$ cat config.mk
export PLATFORM = sky130hd
export DESIGN_NAME = tnlc_back
export DESIGN_NICKNAME = d
export VERILOG_FILES = /design/src/sv/tnlc_pkg.sv /design/src/sv/tnlc_back.sv
export SDC_FILE = /design/constraint.sdc
export NUM_CORES = 1
export LEC_CHECK = 0
export BUFFER_PORTS_ARGS = -buffer_cell sky130_fd_sc_hd__clkbuf_2
export CORE_AREA = 2 2 254 256
export CTS_CLUSTER_SIZE = 10
export DETAILED_ROUTE_END_ITERATION = 10
export DIE_AREA = 0 0 256 258
export HOLD_SLACK_MARGIN = 0.05
export PLACE_DENSITY_LB_ADDON = 0.05
export SKIP_CTS_REPAIR_TIMING = 1
export SLEW_MARGIN = 15
export SYNTH_ARGS = -nofsm -noshare
export SYNTH_HDL_FRONTEND = slang
export SYNTH_SLANG_ARGS = --single-unit
export TNS_END_PERCENT = 100
$ cat constraint.sdc
create_clock -name clk -period 6.4 [get_ports clk]
set_input_delay 1.28 -clock clk [delete_from_list [all_inputs] [get_ports clk]]
set_output_delay 1.28 -clock clk [all_outputs]
set_load 0.01 [all_outputs]
$ cat src/sv/tnlc_pkg.sv
// ----------------------------------------------------------------------------
// tnlc_pkg
// Shared types and constants for the TTL name lookup cache.
// ----------------------------------------------------------------------------
package tnlc_pkg;

  localparam logic [31:0] FNV_BASIS = 32'd2166136261;
  localparam logic [31:0] FNV_PRIME = 32'd16777619;
  localparam logic [31:0] TTL_RESET = 32'd1000;
  localparam int          LEN_W     = 8;
  localparam int          Q_DEPTH   = 2;

  // bypass words, bit 5 forced high on every byte, first character in the top byte
  localparam logic [127:0] NEEDLE_A = 128'h73656c6563747f636861726163746572;
  localparam logic [111:0] NEEDLE_B = 112'h6d616b657f636861726163746572;

  localparam logic REG_LOOKUP_ENABLE = 1'b0;
  localparam logic REG_TTL_MS        = 1'b1;

  typedef enum logic {
    JOB_LOOKUP = 1'b0,
    JOB_FILL   = 1'b1
  } job_kind_t;

  typedef struct packed {
    job_kind_t         kind;
    logic              eligible;
    logic [31:0]       hash;
    logic [LEN_W-1:0]  len;
    logic [31:0]       now_ms;
    logic [31:0]       fill_handle;
  } job_t;

  typedef struct packed {
    logic              valid;
    logic [31:0]       hash;
    logic [31:0]       handle;
    logic [31:0]       stamp;
    logic [LEN_W-1:0]  len;
  } meta_t;

  typedef struct packed {
    logic idle;
    logic q_empty;
    logic q_full;
  } back_status_t;

endpackage

$ cat src/sv/tnlc_back.sv
// ----------------------------------------------------------------------------
// tnlc_back
// Back end: slot lookup, key compare, fill of the slot, result register.
// ----------------------------------------------------------------------------
module tnlc_back
  import tnlc_pkg::*;
#(
  parameter int SLOTS     = 4096,
  parameter int KEY_BYTES = 160
) (
  input  logic                 clk,
  input  logic                 rst,
  input  logic                 lookup_enable,
  input  logic [31:0]          ttl_ms,
  input  logic                 q_nonempty,
  input  job_t                 q_job,
  output logic                 q_pop,
  input  logic                 clear_pending,
  output logic                 idle,
  output logic                 meta_we,
  output logic [$clog2(SLOTS)-1:0] meta_waddr,
  output meta_t                meta_wdata,
  output logic [$clog2(SLOTS)-1:0] meta_raddr,
  input  meta_t                meta_rdata,
  output logic [$clog2((KEY_BYTES+7)/8)-1:0] nb_raddr,
  input  logic [63:0]          nb_rdata,
  output logic                 txt_we,
  output logic [$clog2(SLOTS*((KEY_BYTES+7)/8))-1:0] txt_waddr,
  output logic [63:0]          txt_wdata,
  output logic [$clog2(SLOTS*((KEY_BYTES+7)/8))-1:0] txt_raddr,
  input  logic [63:0]          txt_rdata,
  output logic                 result_valid,
  input  logic                 result_stall,
  output logic                 hit,
  output logic [31:0]          handle,
  output logic                 cacheable
);

  localparam int NB_WORDS = (KEY_BYTES + 7) / 8;
  localparam int NB_AW    = $clog2(NB_WORDS);
  localparam int SLOT_W   = $clog2(SLOTS);
  localparam int TXT_AW   = $clog2(SLOTS * NB_WORDS);

  typedef enum logic [7:0] {
    B_CLEAR   = 8'b0000_0001,
    B_IDLE    = 8'b0000_0010,
    B_META    = 8'b0000_0100,
    B_CMP_RD  = 8'b0000_1000,
    B_CMP_CHK = 8'b0001_0000,
    B_DONE    = 8'b0010_0000,
    B_CP_RD   = 8'b0100_0000,
    B_CP_WR   = 8'b1000_0000
  } bstate_t;

  bstate_t          st;
  logic [SLOT_W-1:0] clr_cnt;
  job_t             cur;
  logic [NB_AW-1:0] w;
  logic [TXT_AW-1:0] base;
  logic             res_hit;
  logic [31:0]      res_handle;
  logic             pend_valid;
  logic [31:0]      pend_hash;
  logic [LEN_W-1:0] pend_len;
  logic [NB_AW-1:0] last_w;
  logic [LEN_W-1:0] rem;
  logic [63:0]      byte_mask;
  logic             cand, words_eq, out_free, do_fill;
  logic [31:0]      age;

  assign idle     = (st == B_IDLE);
  assign out_free = !result_valid || !result_stall;
  assign q_pop    = (st == B_IDLE) && q_nonempty;
  assign do_fill  = pend_valid && (q_job.fill_handle != '0);
  assign last_w   = NB_AW'((cur.len - 1'b1) >> 3);
  assign age      = cur.now_ms - meta_rdata.stamp;

  assign cand = cur.eligible && lookup_enable && meta_rdata.valid
                && (meta_rdata.hash == cur.hash) && (age < ttl_ms)
                && (meta_rdata.len == cur.len);

  // bytes past the key end in the last word are don't-care
  always_comb begin
    rem = cur.len - {w, 3'b000};
    for (int k = 0; k < 8; k++) begin
      byte_mask[8*k +: 8] = (LEN_W'(k) < rem) ? 8'hff : 8'h00;
    end
  end
  assign words_eq = ((nb_rdata ^ txt_rdata) & byte_mask) == '0;

  always_comb begin
    meta_we    = 1'b0;
    meta_waddr = clr_cnt;
    meta_wdata = '0;
    if (st == B_CLEAR) begin
      meta_we = 1'b1;
    end else if (q_pop && q_job.kind == JOB_FILL && do_fill) begin
      meta_we           = 1'b1;
      meta_waddr        = pend_hash[SLOT_W-1:0];
      meta_wdata.valid  = 1'b1;
      meta_wdata.hash   = pend_hash;
      meta_wdata.handle = q_job.fill_handle;
      meta_wdata.stamp  = q_job.now_ms;
      meta_wdata.len    = pend_len;
    end
  end

  assign meta_raddr = q_job.hash[SLOT_W-1:0];
  assign nb_raddr   = w;
  assign txt_raddr  = base + TXT_AW'(w);
  assign txt_we     = (st == B_CP_WR);
  assign txt_waddr  = base + TXT_AW'(w);
  assign txt_wdata  = nb_rdata;

  always_ff @(posedge clk) begin
    case (st)
      B_IDLE: begin
        if (q_pop) begin
          w <= '0;
          if (q_job.kind == JOB_FILL) begin
            cur.len <= pend_len;
            base    <= TXT_AW'(pend_hash[SLOT_W-1:0]) * TXT_AW'(NB_WORDS);
          end else begin
            cur <= q_job;
          end
        end
      end
      B_META: begin
        res_handle <= meta_rdata.handle;
        res_hit    <= 1'b0;
        base       <= TXT_AW'(cur.hash[SLOT_W-1:0]) * TXT_AW'(NB_WORDS);
      end
      B_CMP_CHK: begin
        if (words_eq && w == last_w) begin
          res_hit <= 1'b1;
        end
        w <= w + 1'b1;
      end
      B_CP_WR: begin
        w <= w + 1'b1;
      end
      default: begin
      end
    endcase
  end

  always_ff @(posedge clk) begin
    if (rst) begin
      st           <= B_CLEAR;
      clr_cnt      <= '0;
      pend_valid   <= 1'b0;
      pend_hash    <= '0;
      pend_len     <= '0;
      result_valid <= 1'b0;
    end else begin
      if (result_valid && !result_stall && st != B_DONE) begin
        result_valid <= 1'b0;
      end
      if (clear_pending) begin
        pend_valid <= 1'b0;
      end
      case (st)
        B_CLEAR: begin
          clr_cnt <= clr_cnt + 1'b1;
          if (clr_cnt == SLOT_W'(SLOTS - 1)) begin
            st <= B_IDLE;
          end
        end
        B_IDLE: begin
          if (q_pop) begin
            if (q_job.kind == JOB_FILL) begin
              pend_valid <= 1'b0;
              if (do_fill) begin
                st <= B_CP_RD;
              end
            end else begin
              st <= B_META;
            end
          end
        end
        B_META: begin
          st <= cand ? B_CMP_RD : B_DONE;
        end
        B_CMP_RD: begin
          st <= B_CMP_CHK;
        end
        B_CMP_CHK: begin
          if (!words_eq || w == last_w) begin
            st <= B_DONE;
          end else begin
            st <= B_CMP_RD;
          end
        end
        B_DONE: begin
          if (out_free) begin
            result_valid <= 1'b1;
            hit          <= res_hit;
            handle       <= res_hit ? res_handle : 32'd0;
            cacheable    <= cur.eligible && !res_hit;
            pend_valid   <= cur.eligible && !res_hit;
            pend_hash    <= cur.hash;
            pend_len     <= cur.len;
            st           <= B_IDLE;
          end
        end
        B_CP_RD: begin
          st <= B_CP_WR;
        end
        B_CP_WR: begin
          st <= (w == last_w) ? B_IDLE : B_CP_RD;
        end
        default: begin
          st <= B_IDLE;
        end
      endcase
    end
  end

endmodule

== Word-level counts from Yosys, hierarchy flattened ==
Cells that the tools add are included.

* Flip-flop bits (word level): 224
* Word-level logic and storage cells: 129
* Output and inout bits: 271
* Input port bits: 377

* Magnitude comparators: 9
* Muxes and demuxes: 39
* Reduce and logical (&&, ||, !) cells: 33
* Bitwise gates (word level): 4
* Add/subtract/negate cells: 6
* Multiply operators: 2
* Equal/unequal tests: 19

{| class="wikitable"
|+ Operators with widths
! cell !! number
|-
| $mux 105 || 2
|-
| $mux 8 || 14
|-
| $and 64x64->64 || 1
|-
| $logic_not 64->1 || 1
|-
| $pmux 8 s8 || 1
|-
| $xor 64x64->64 || 1
|-
| $mux 17 || 2
|-
| $pmux 17 s2 || 1
|-
| $eq 32x32->1 || 1
|-
| $lt 3x8->1 const A || 4
|-
| $lt 32x32->1 || 1
|-
| $reduce_bool 32->1 || 1
|-
| $sub 32x32->32 || 1
|-
| $mul 12x3->15 const B || 2
|-
| $mux 12 || 2
|-
| $add 17x5->17 || 1
|-
| $lt 1x8->1 const A || 2
|-
| $lt 2x8->1 const A || 2
|-
| $logic_and 1x1->1 || 13
|-
| $add 12x1->12 const B || 1
|-
| $eq 12x12->1 const B || 1
|-
| $mux 6 || 2
|-
| $mux 1 || 10
|-
| $pmux 5 s2 || 1
|-
| 28 further kinds || 44
|}

== Longest topological paths before layout ==
Gate-level depths: netlist (run 1).

* Depth in word-level cells: 9
* Mapped depth: 21
* Depth with buffers taken out: 21

== Least setup slack after synthesis (run 1) ==
No wires, ideal clock.

* Path kind: in2reg
* Start point: in q_nonempty
* End point: reg cur[100] (netlist bit), enable pin
* Buffers on the path: 0
* Data required time: 5905 ps
* Setup time: 495 ps
* Setup slack: 1310 ps
* Stages on the path: 2
* Arrival: 4594 ps
* Cell sequence: and2_1 > nor2b_1

* Word-level cells in the longest chain between the ends: 2

{| class="wikitable"
|+ Ends and longest elaborated chain
! element !! line !! source
|-
| start, declared || tnlc_back.sv:15 || <nowiki>input logic q_nonempty,</nowiki>
|-
| $logic_and 1x1->1 || tnlc_back.sv:73 || <nowiki>assign q_pop = (st == B_IDLE) && q_nonempty;</nowiki>
|-
| $reduce_and 3->1 (no source line) || n/a ||
|-
| end signal, assigned || tnlc_back.sv:124 || <nowiki>cur <= q_job;</nowiki>
|-
| end, declared || tnlc_back.sv:57 || <nowiki>job_t cur;</nowiki>
|}

No other way between the ends.
A chain may end at the register's enable or synchronous reset.

== Worst setup path in the final report (run 1) ==
* Start point: in meta_rdata[8] (netlist bit)
* End point: reg st[5]

* Word-level cells in the longest chain between the ends: 6

{| class="wikitable"
|+ Ends and longest elaborated chain
! element !! line !! source
|-
| start, declared || tnlc_back.sv:24 || <nowiki>input meta_t meta_rdata,</nowiki>
|-
| $sub 32x32->32 || tnlc_back.sv:76 || <nowiki>assign age = cur.now_ms - meta_rdata.stamp;</nowiki>
|-
| $lt 32x32->1 || tnlc_back.sv:79 || <nowiki>&& (meta_rdata.hash == cur.hash) && (age < ttl_ms)</nowiki>
|-
| $logic_and 1x1->1 || tnlc_back.sv:79 ||
|-
| $logic_and 1x1->1 || tnlc_back.sv:80 || <nowiki>&& (meta_rdata.len == cur.len);</nowiki>
|-
| $mux 6 || tnlc_back.sv:182 || <nowiki>st <= cand ? B_CMP_RD : B_DONE;</nowiki>
|-
| $pmux 8 s8 || tnlc_back.sv:162 || <nowiki>case (st)</nowiki>
|-
| end signal, assigned || tnlc_back.sv:182 ||
|-
| end signal, assigned || tnlc_back.sv:210 || <nowiki>st <= (w == last_w) ? B_IDLE : B_CP_RD;</nowiki>
|-
| end, declared || tnlc_back.sv:55 || <nowiki>bstate_t st;</nowiki>
|}

No other way between the ends.

==> results.toml, run 1 <==
[run_status]
status = "finished, final reports clean"

[drt]
wl_per_cell_um = 21.2
dr.pass1.iters = 5
drcViolationCount = 0
via_per_inst = 4.33
drtIter0Drc = 610
wirelength_mm = 61.9
num_vias = 12652
drtAntennaViolNets = 0

[setup_path]
crit_arrival_ns = 5.80
worst_setup_path_end_kind = "flop"
path_max_fanout = 4
critPathRequiredTime_ns = 6.83
crit_path_start_kind = "input pin"
path_cells = "clkbuf_2 > ha_1 > inv_1 > fa_1 > a21o_1 > a21oi_1 > o211ai_1 > a31oi_1 > o21ai_2 > a211oi_1 > o21ai_0 > xor2_1 > ha_1 > a21oi_1 > nand2_1 > a21oi_1 > o2111ai_1 > a311oi_1 > o21ai_0 > o21ba_2"
crit_slowest_cell = "a311oi_1"
crit_top_cell = "a21oi_1"
critPathKind = "in -> reg"
critical_path.max_stage_delay_ns = 0.51

[power]
p_leak_nw = 8.99
vdd.ir_drop.worst_mv = 0.171
power_w = 0.00393
power.density_nw_per_um2 = 204

[yosys]
synth_warnings = 0
synth_cells = 1475
synth_edf_count = 160
ys_ff_latch = 222
synth_flop_cell = "edfxtp_1"
syn-cell-area_um2 = 14500
avgSynthCellArea_um2 = 9.86
synthDistinctLibCells = 73
async_flop_share_pct = 0
seq_area_frac_synth_pct = 41.6
synth_fp_nets = 1968

[global_routing]
overflow = 0
globalRouteTotalUtil_pct = 18.2
antenna_found_initial = 11
grt_max_degree = 67
grt_pass1_vias = 13071
grt_pass1_wl_mm = 88.8

[timing]
finalCritPeriodShare_pct = 83.9
hold_viol = 0
rsz0062_at_grt = "no"
finalSetupViolCount = 0
setup_tns_ns = 0
post-route-min-period_ns = 5.37
worst_pin_slew_ns = 1.09
fin_skew_ns = 0.0159
slew_violations = 0
clock.fmax_mhz = 186
slew_headroom_pct = 27.3

[placement]
post-place-cells = 2857
place_hpwl_mm = 50.6
place.gp.congestion = 0.945
io_buffers = 647

[die]
rows = 93
coreArea_um2 = 63600
io_pins = 648
die_w_um = 256
die_h_um = 258
die_area_um2 = 66000
initial_core_util_pct = 22.9

[clock_tree]
clockBufferDepth = 3
tritoncts = "done"
insertion_delay_ns = 0.55
cts.clk_slew.worst_paths_ns = 0.05
htreeDepth = 2
cts_buffers = 34
clock-sinks = 222
clockRootBuffer = "clkbuf_16"

[layout]
fin_cells = 2924
layout-drive-gt1-share_pct = 36.4
final_nets = 2532
seq_area_um2 = 6050
multi_input_area_um2 = 7350
final_core_util_pct = 30.3
n_fill_cell = 6849
area_growth_syn_to_layout_pct = 32.7

[hold_path]
hp-class = "reg -> reg"

[flow_run]
cap_violations = 0
final timing paths:
path                                   start                    endpoint  slack (ns)  depth (start not counted)
setup / recovery               meta_rdata[8]          st[5]$_SDFFE_PP0P_        1.03                         20
hold / removal    pend_hash[16]$_SDFFE_PP0P_  pend_hash[16]$_SDFFE_PP0P_        0.45                          2
setup reg to reg           cur[32]$_DFFE_PP_          st[5]$_SDFFE_PP0P_        1.42                         20
hold reg to reg   pend_hash[16]$_SDFFE_PP0P_  pend_hash[16]$_SDFFE_PP0P_        0.45                          2
sequential cells by signal, indices dropped and copies added (netlist names), 5 cells and up:
register    flops
pend_len        8
handle         32
nb_raddr        5
clr_cnt        12
pend_hash      32
res_handle     32
base           15
cur            73
st              8
final cells by class:
class | instances | share of cell area (%)
tap | 855 | 5.54
multi-input combinational | 1032 | 38.1
clock inverter | 13 | 0.817
sequential | 222 | 31.3
antenna | 4 | 0.0519
clock buffer | 49 | 5.07
inverter | 90 | 1.75
timing repair buffer | 659 | 17.4
cell families (layout without fill, tap and decap cells):
| group | after synthesis | after routing | share of synthesized area, % |
|---|---|---|---|
| simple gates | 482 | 482 | 17.5 |
| fa+ha+maj | 116 | 116 | 10.2 |
| compound gates | 235 | 235 | 10.2 |
| buf+inv | 221 | 811 | 8.20 |
| xor+xnor | 177 | 177 | 10.7 |
| other cells | 0 | 4 | 0 |
| flops | 222 | 222 | 41.6 |
| mux | 22 | 22 | 1.69 |
metrics by stage:
stage	hold WS (ns)	worst slack, ns	area [µm²]
finish	0.451	1.03	19300
CTS	0.452	0.975	19300
floorplan	0.432	1.31	14500
detailed placement	0.445	0.428	18100
global placement	0.441	0.535	18100
global route	0.468	0.570	19300
power breakdown:
part	switching (W)	internal, W
clock network	0.000752	0.00115
logic	0.000258	0.000218
registers	0.00000924	0.00154
synthesized netlist by cell type (4+ instances only):
library cell    n  area [µm²]
a21oi_1       108         541
nor4_1         36         225
edfxtp_1      160        4800
dfxtp_1        62        1240
nor3_1          8        40.0
buf_4          95         713
nand3b_1        4        30.0
inv_1          90         338
nor3b_1         5        37.5
or3_1           6        37.5
fa_1            5         100
o21bai_1       10        75.1
a211oi_1        7        52.6
ha_1          111        1390
nor2b_1        14        87.6
xor2_1        121        1060
xnor2_1        56         490
a31oi_1         5        31.3
o21ai_0        27         135
and3_1          8        50.1
a21o_1         30         225
nand3_1        16        80.1
nand2_1       149         559
nand4_1        22         138
o211ai_1        4        30.0
and2_1        137         857
nor2_1         55         206
o21a_1          8        60.1
mux2_2         20         225
nand4b_1        4        35.0
clkbuf_1       29         109
per-layer routing:
layer	track usage, %	vias up	part of all wire (%)
met1	20.7	5938	40
met3	5.17	72	6.6
li1	-	6198	-
met2	33.0	430	50
met5	0	-	0.14
met4	5.36	14	2.7
layout by cell type (no fill, tap or decap), types with 4 or more instances in the layout:
cell and n:
nand2_1 148, fa_1 5, o21a_1 8, clkbuf_8 5, and2_1 137, o21ai_0 27, buf_4 11, xnor2_1 56
clkinv_2 4, nor4_1 35, a21o_1 30, dfxtp_1 62, or3_1 6, clkbuf_1 9, nand4b_1 4, clkbuf_16 35
a21oi_1 107, nand4_1 22, o211ai_1 4, o21bai_1 10, a31oi_1 5, a211oi_1 7, nand3_1 16, and3_1 8
mux2_2 20, diode_2 4, nor3_1 8, nor2_1 54, nor2b_1 13, nor3b_1 5, clkinv_1 4, edfxtp_1 160
nand3b_1 4, xor2_1 121, inv_1 89, clkbuf_2 646, ha_1 111
worst max-delay path: cells and delay by family:
family,cells,cell delay (ns)
buffers and inverters,2,0.14
adders and majority gates,3,0.89
xor gates and xnor gates,1,0.17
and+or+nand+nor,1,0.08
AOI/OAI and AO/OA,13,3.23
Power figures use the tool's default switching activity.
==> inputs of run 2 (changes only) <==
==> constraint.sdc (replaced) <==
create_clock -name clk -period 4.95 [get_ports clk]
set_input_delay 0.99 -clock clk [delete_from_list [all_inputs] [get_ports clk]]
set_output_delay 0.99 -clock clk [all_outputs]
set_load 0.01 [all_outputs]
==> results.toml, run 2 (synthesis gave the netlist of run 1 again) <==
[run_status]
status = "finished, final reports clean"

[global_routing]
grt_pass1_vias = 13069
grt_max_degree = 67
grt_use_met1_pct = 21.5
grt_pass1_wl_mm = 90.4
antenna_found_initial = 11
globalRouteMet2Util_pct = 33.9
globalRouteTotalUtil_pct = 18.4
overflow = 0
top_usage_layer = "met2"
grt_use_met3_pct = 4.17

[timing]
setup_tns_ns = 0
hold_viol = 0
finalSetupViolCount = 0
worst_pin_slew_ns = 1.13
finalCritPeriodShare_pct = 92.2
slew_headroom_pct = 24.4
slew_violations = 0
rsz0062_at_grt = "no"
post-route-min-period_ns = 4.56
fin_skew_ns = 0.0333
clock.fmax_mhz = 219

[drt]
drtAntennaViolNets = 0
wl_per_cell_um = 21.0
drcViolationCount = 0
via_per_inst = 4.29
num_vias = 12698
dr.pass1.iters = 4
wirelength_mm = 62.2
drtIter0Drc = 578

[die]
die_w_um = 256
die_h_um = 258
die_area_um2 = 66000
initial_core_util_pct = 22.9
rows = 93
coreArea_um2 = 63600
io_pins = 648

[layout]
regMostFlops = "cur"
largest_register_ffs = 73
area_growth_syn_to_layout_pct = 34.2
mostFrequentLayoutCells = "clkbuf_2 (646), edfxtp_1 (160), nand2_1 (148)"
final_nets = 2569
final_core_util_pct = 30.7
final_common_cell = "clkbuf_2"
layout-drive-gt1-share_pct = 37.5

[hold_path]
hp-class = "reg -> reg"
hold_start = "pend_hash[14]$_SDFFE_PP0P_"
holdPathEnd = "pend_hash[14]$_SDFFE_PP0P_"
whs_path_depth = 2

[clock_tree]
clockBufferDepth = 3
cts_buffers = 30
clock-sinks = 222
insertion_delay_ns = 0.61
cts.clk_slew.worst_paths_ns = 0.06
clockRootBuffer = "clkbuf_16"
tritoncts = "done"
htreeDepth = 1

[setup_path]
crit_slowest_cell = "a311o_2"
crit_arrival_ns = 5.06
critPathKind = "in -> reg"
crit_top_cell = "ha_1"
rr_worst_depth = 19
worst_setup_path_end_kind = "flop"
critical_path.max_stage_delay_ns = 0.43
r2r_slack_ns = 0.48
r2r_start = "cur[33]$_DFFE_PP_"
path_cells = "clkbuf_2 > inv_1 > ha_1 > nor2b_1 > o31a_1 > o2111a_1 > o311ai_2 > buf_4 > a311o_2 > o211ai_2 > o221ai_1 > xnor2_1 > ha_1 > nand4b_1 > nor2_1 > nand4_1 > a21oi_1 > o2111ai_1 > a311oi_2 > o21ai_0 > o21ba_2"
crit_path_start_kind = "input pin"
critPathRequiredTime_ns = 5.44
path_max_fanout = 3
rr_endpoint = "st[5]$_SDFFE_PP0P_"

[power]
power.density_nw_per_um2 = 252
p_leak_nw = 9.13
vdd.ir_drop.worst_mv = 0.247

[placement]
place_hpwl_mm = 51.4
io_buffers = 647
place.gp.congestion = 0.970

[flow_run]
cap_violations = 0
-- run 2: cell types whose count changed in the layout (fill, tap and decap cells not counted), sizes merged --
cell      change
buf          +41
clkinvlp      +1
clkbuf        -4
bufinv        +2
diode         -1
clkinv        -5
-- run 2: area by class of cell --
class	instances	area, µm²
Inverter	90	338
Multi-Input combinational cell	1032	7350
Antenna cell	3	7.51
Clock inverter	11	181
Sequential cell	222	6050
Fill cell	6867	44100
Tap cell	855	1070
Clock buffer	45	837
Timing Repair Buffer	700	3680
-- run 2: metal layers --
layer	wire length (µm)	part of all wire (%)
met5	60	0.096
met1	25300	41
met4	1530	2.5
met3	3620	5.8
met2	31700	51
-- run 2: worst max path at each step --
stage | endpoint | depth (start not counted) | start
global placement | st[5]$_SDFFE_PP0P_ | 21 | meta_rdata[9]
CTS | st[5]$_SDFFE_PP0P_ | 21 | meta_rdata[9]
floorplan | cur[100]$_DFFE_PP_ | 6 | st[7]$_SDFFE_PP0P_
finish | st[5]$_SDFFE_PP0P_ | 21 | meta_rdata[9]
detailed placement | st[5]$_SDFFE_PP0P_ | 21 | meta_rdata[9]
global route | st[5]$_SDFFE_PP0P_ | 21 | meta_rdata[9]
-- run 2: worst max-delay path: cells and delay by family --
family          cells  cell delay (ns)
xor+xnor            1             0.17
compound gates     11             2.57
simple gates        4             0.55
buf+inv             3             0.31
fa+ha+maj           2             0.46
-- run 2: power by group --
group          leakage, nW  switching (W)  internal (W)
sequential            1.96      0.0000116       0.00199
combinational         6.68       0.000340      0.000303
clock                0.491       0.000904       0.00137
-- run 2: per-stage QoR --
stage	worst slack, ns	instances	hold WS, ns	total power [W]	cell area, µm²
3_3_place_gp	-0.244	2897	0.441	0.00270	18400
3_5_place_dp	-0.367	2898	0.445	0.00270	18500
2_1_floorplan	0.122	1475	0.432	0.00237	14500
5_1_grt	0.0214	2958	0.476	0.00516	19500
6_report	0.388	2958	0.452	0.00492	19500
4_1_cts	0.258	2954	0.454	0.00502	19500
==> inputs of run 3 (changes only) <==
--- a/config.mk
+++ b/config.mk
@@ -6,10 +6,12 @@
 export NUM_CORES = 1
 export LEC_CHECK = 0
 export BUFFER_PORTS_ARGS = -buffer_cell sky130_fd_sc_hd__clkbuf_2
-export CORE_AREA = 2 2 254 256
-export CTS_CLUSTER_SIZE = 10
+export CELL_PAD_IN_SITES_DETAIL_PLACEMENT = 0
+export CELL_PAD_IN_SITES_GLOBAL_PLACEMENT = 2
+export CORE_AREA = 2 2 253 255
+export CTS_CLUSTER_SIZE = 12
 export DETAILED_ROUTE_END_ITERATION = 10
-export DIE_AREA = 0 0 256 258
+export DIE_AREA = 0 0 255 257
 export HOLD_SLACK_MARGIN = 0.05
 export PLACE_DENSITY_LB_ADDON = 0.05
 export SKIP_CTS_REPAIR_TIMING = 1
==> results.toml, run 3 (synthesis gave the netlist of run 1 again) <==
[layout]
mostFrequentLayoutCells = "clkbuf_2 (647), edfxtp_1 (160), nand2_1 (148)"
multi_input_area_um2 = 7350
final_nets = 2566
largest_register_ffs = 73
layout-drive-gt1-share_pct = 37.5
final_core_util_pct = 31.1
n_fill_cell = 6733
area_growth_syn_to_layout_pct = 34.0
final_common_cell = "clkbuf_2"
fin_cells = 2953
seq_area_um2 = 6050
regMostFlops = "cur"

[placement]
place_ws_ns = -0.265
post-place-cells = 2882
place_hpwl_mm = 54.9
io_buffers = 647
place.gp.congestion = 0.822

[timing]
setup_tns_ns = 0
rsz0062_at_grt = "no"
finalCritPeriodShare_pct = 90.7
slew_headroom_pct = 29.0
setup_ws_ns = 0.461
slew_violations = 0
whs_ns = 0.452
fin_skew_ns = 0.00851
clock.fmax_mhz = 223
worst_pin_slew_ns = 1.06
finalSetupViolCount = 0
post-route-min-period_ns = 4.49
hold_viol = 0

[clock_tree]
htreeDepth = 1
clockBufferDepth = 3
cts_buffers = 30
cts.clk_slew.worst_paths_ns = 0.06
tritoncts = "done"
clock-sinks = 222
insertion_delay_ns = 0.59
clockRootBuffer = "clkbuf_16"

[global_routing]
overflow = 0
grt_max_degree = 55
antenna_found_initial = 15
grt_pass1_vias = 12975
globalRouteTotalUtil_pct = 19.3
grt_pass1_wl_mm = 91.1

[power]
vdd.ir_drop.worst_mv = 0.246
power.density_nw_per_um2 = 253
p_leak_nw = 9.11

[die]
io_pins = 648
die_h_um = 257
rows = 92
die_w_um = 255
die_area_um2 = 65500
initial_core_util_pct = 23.2
coreArea_um2 = 62700

[setup_path]
cp_top_family = "simple AND/OR/NAND/NOR gates"
crit_slowest_cell = "nand3_1"
worst-path-buf-inv = 3
crit_arrival_ns = 3.50
worst_setup_path_end_kind = "output pin"
r2r_slack_ns = 0.56
critPathKind = "reg -> out"
path_cells = "nor2_1 > nand2_1 > nand4bb_1 > inv_1 > nand3_1 > nor2_4 > buf_4 > mux2_2 > clkbuf_2"
path_max_fanout = 34
critPathRequiredTime_ns = 3.96
crit_path_start_kind = "flop"
critical_path.max_stage_delay_ns = 0.50

[drt]
drtIter0Drc = 522
dr.pass1.iters = 4
drcViolationCount = 0
wirelength_mm = 65.7
drtAntennaViolNets = 0
num_vias = 12679
wl_per_cell_um = 22.3
via_per_inst = 4.29

[flow_run]
cap_violations = 0

[hold_path]
hp-class = "reg -> reg"

[run_status]
status = "finished, final reports clean"
[run 3: cell count changes in the layout (fill, tap and decap cells not counted), sizes merged]
cell      delta
nor2         +1
diode        +7
buf          -5
clkinv       +5
clkbuf       -6
clkinvlp     +1
inv          +1
[run 3: per-stage QoR]
stage | area [µm²] | total power (W)
2_1_floorplan | 14500 | 0.00237
3_3_place_gp | 18400 | 0.00271
3_5_place_dp | 18400 | 0.00271
4_1_cts | 19400 | 0.00505
5_1_grt | 19500 | 0.00517
6_report | 19500 | 0.00494
[run 3: worst min-delay path, stage by stage (launching register included)]
cell     delay, ns
dfxtp_1       0.30
nand2_1       0.05
a21oi_1       0.05
[run 3: final cells by class]
type / instances / share of cell area, %
Clock inverter: 18 / 1.14
Tap cell: 846 / 5.43
Timing Repair Buffer: 696 / 18.7
Multi-Input combinational cell: 1033 / 37.7
Inverter: 90 / 1.73
Clock buffer: 38 / 4.16
Antenna cell: 10 / 0.128
Sequential cell: 222 / 31.0
[run 3: per-layer routing]
layer	wire [µm]	GRT usage, %	vias to the layer above
li1	-	-	6249
met1	24300	20.3	5919
met2	34600	36.5	416
met3	4340	4.56	83
met4	2440	7.57	12
met5	74	0	-
[run 3: power by group]
part	total (W)	switching (W)	internal, W
Combinational	0.000657	0.000353	0.000304
Sequential	0.00201	0.0000126	0.00199
Clock	0.00228	0.000908	0.00137
Total	0.00494	0.00127	0.00366
[run 3: path summary, 6_finish.rpt]
kind                               from                         end  depth (start not counted)
max                  st[5]$_SDFFE_PP0P_               meta_waddr[4]                          9
min reg2reg  pend_hash[16]$_SDFFE_PP0P_  pend_hash[16]$_SDFFE_PP0P_                          2
max reg2reg           cur[33]$_DFFE_PP_          st[5]$_SDFFE_PP0P_                         19
min          pend_hash[16]$_SDFFE_PP0P_  pend_hash[16]$_SDFFE_PP0P_                          2
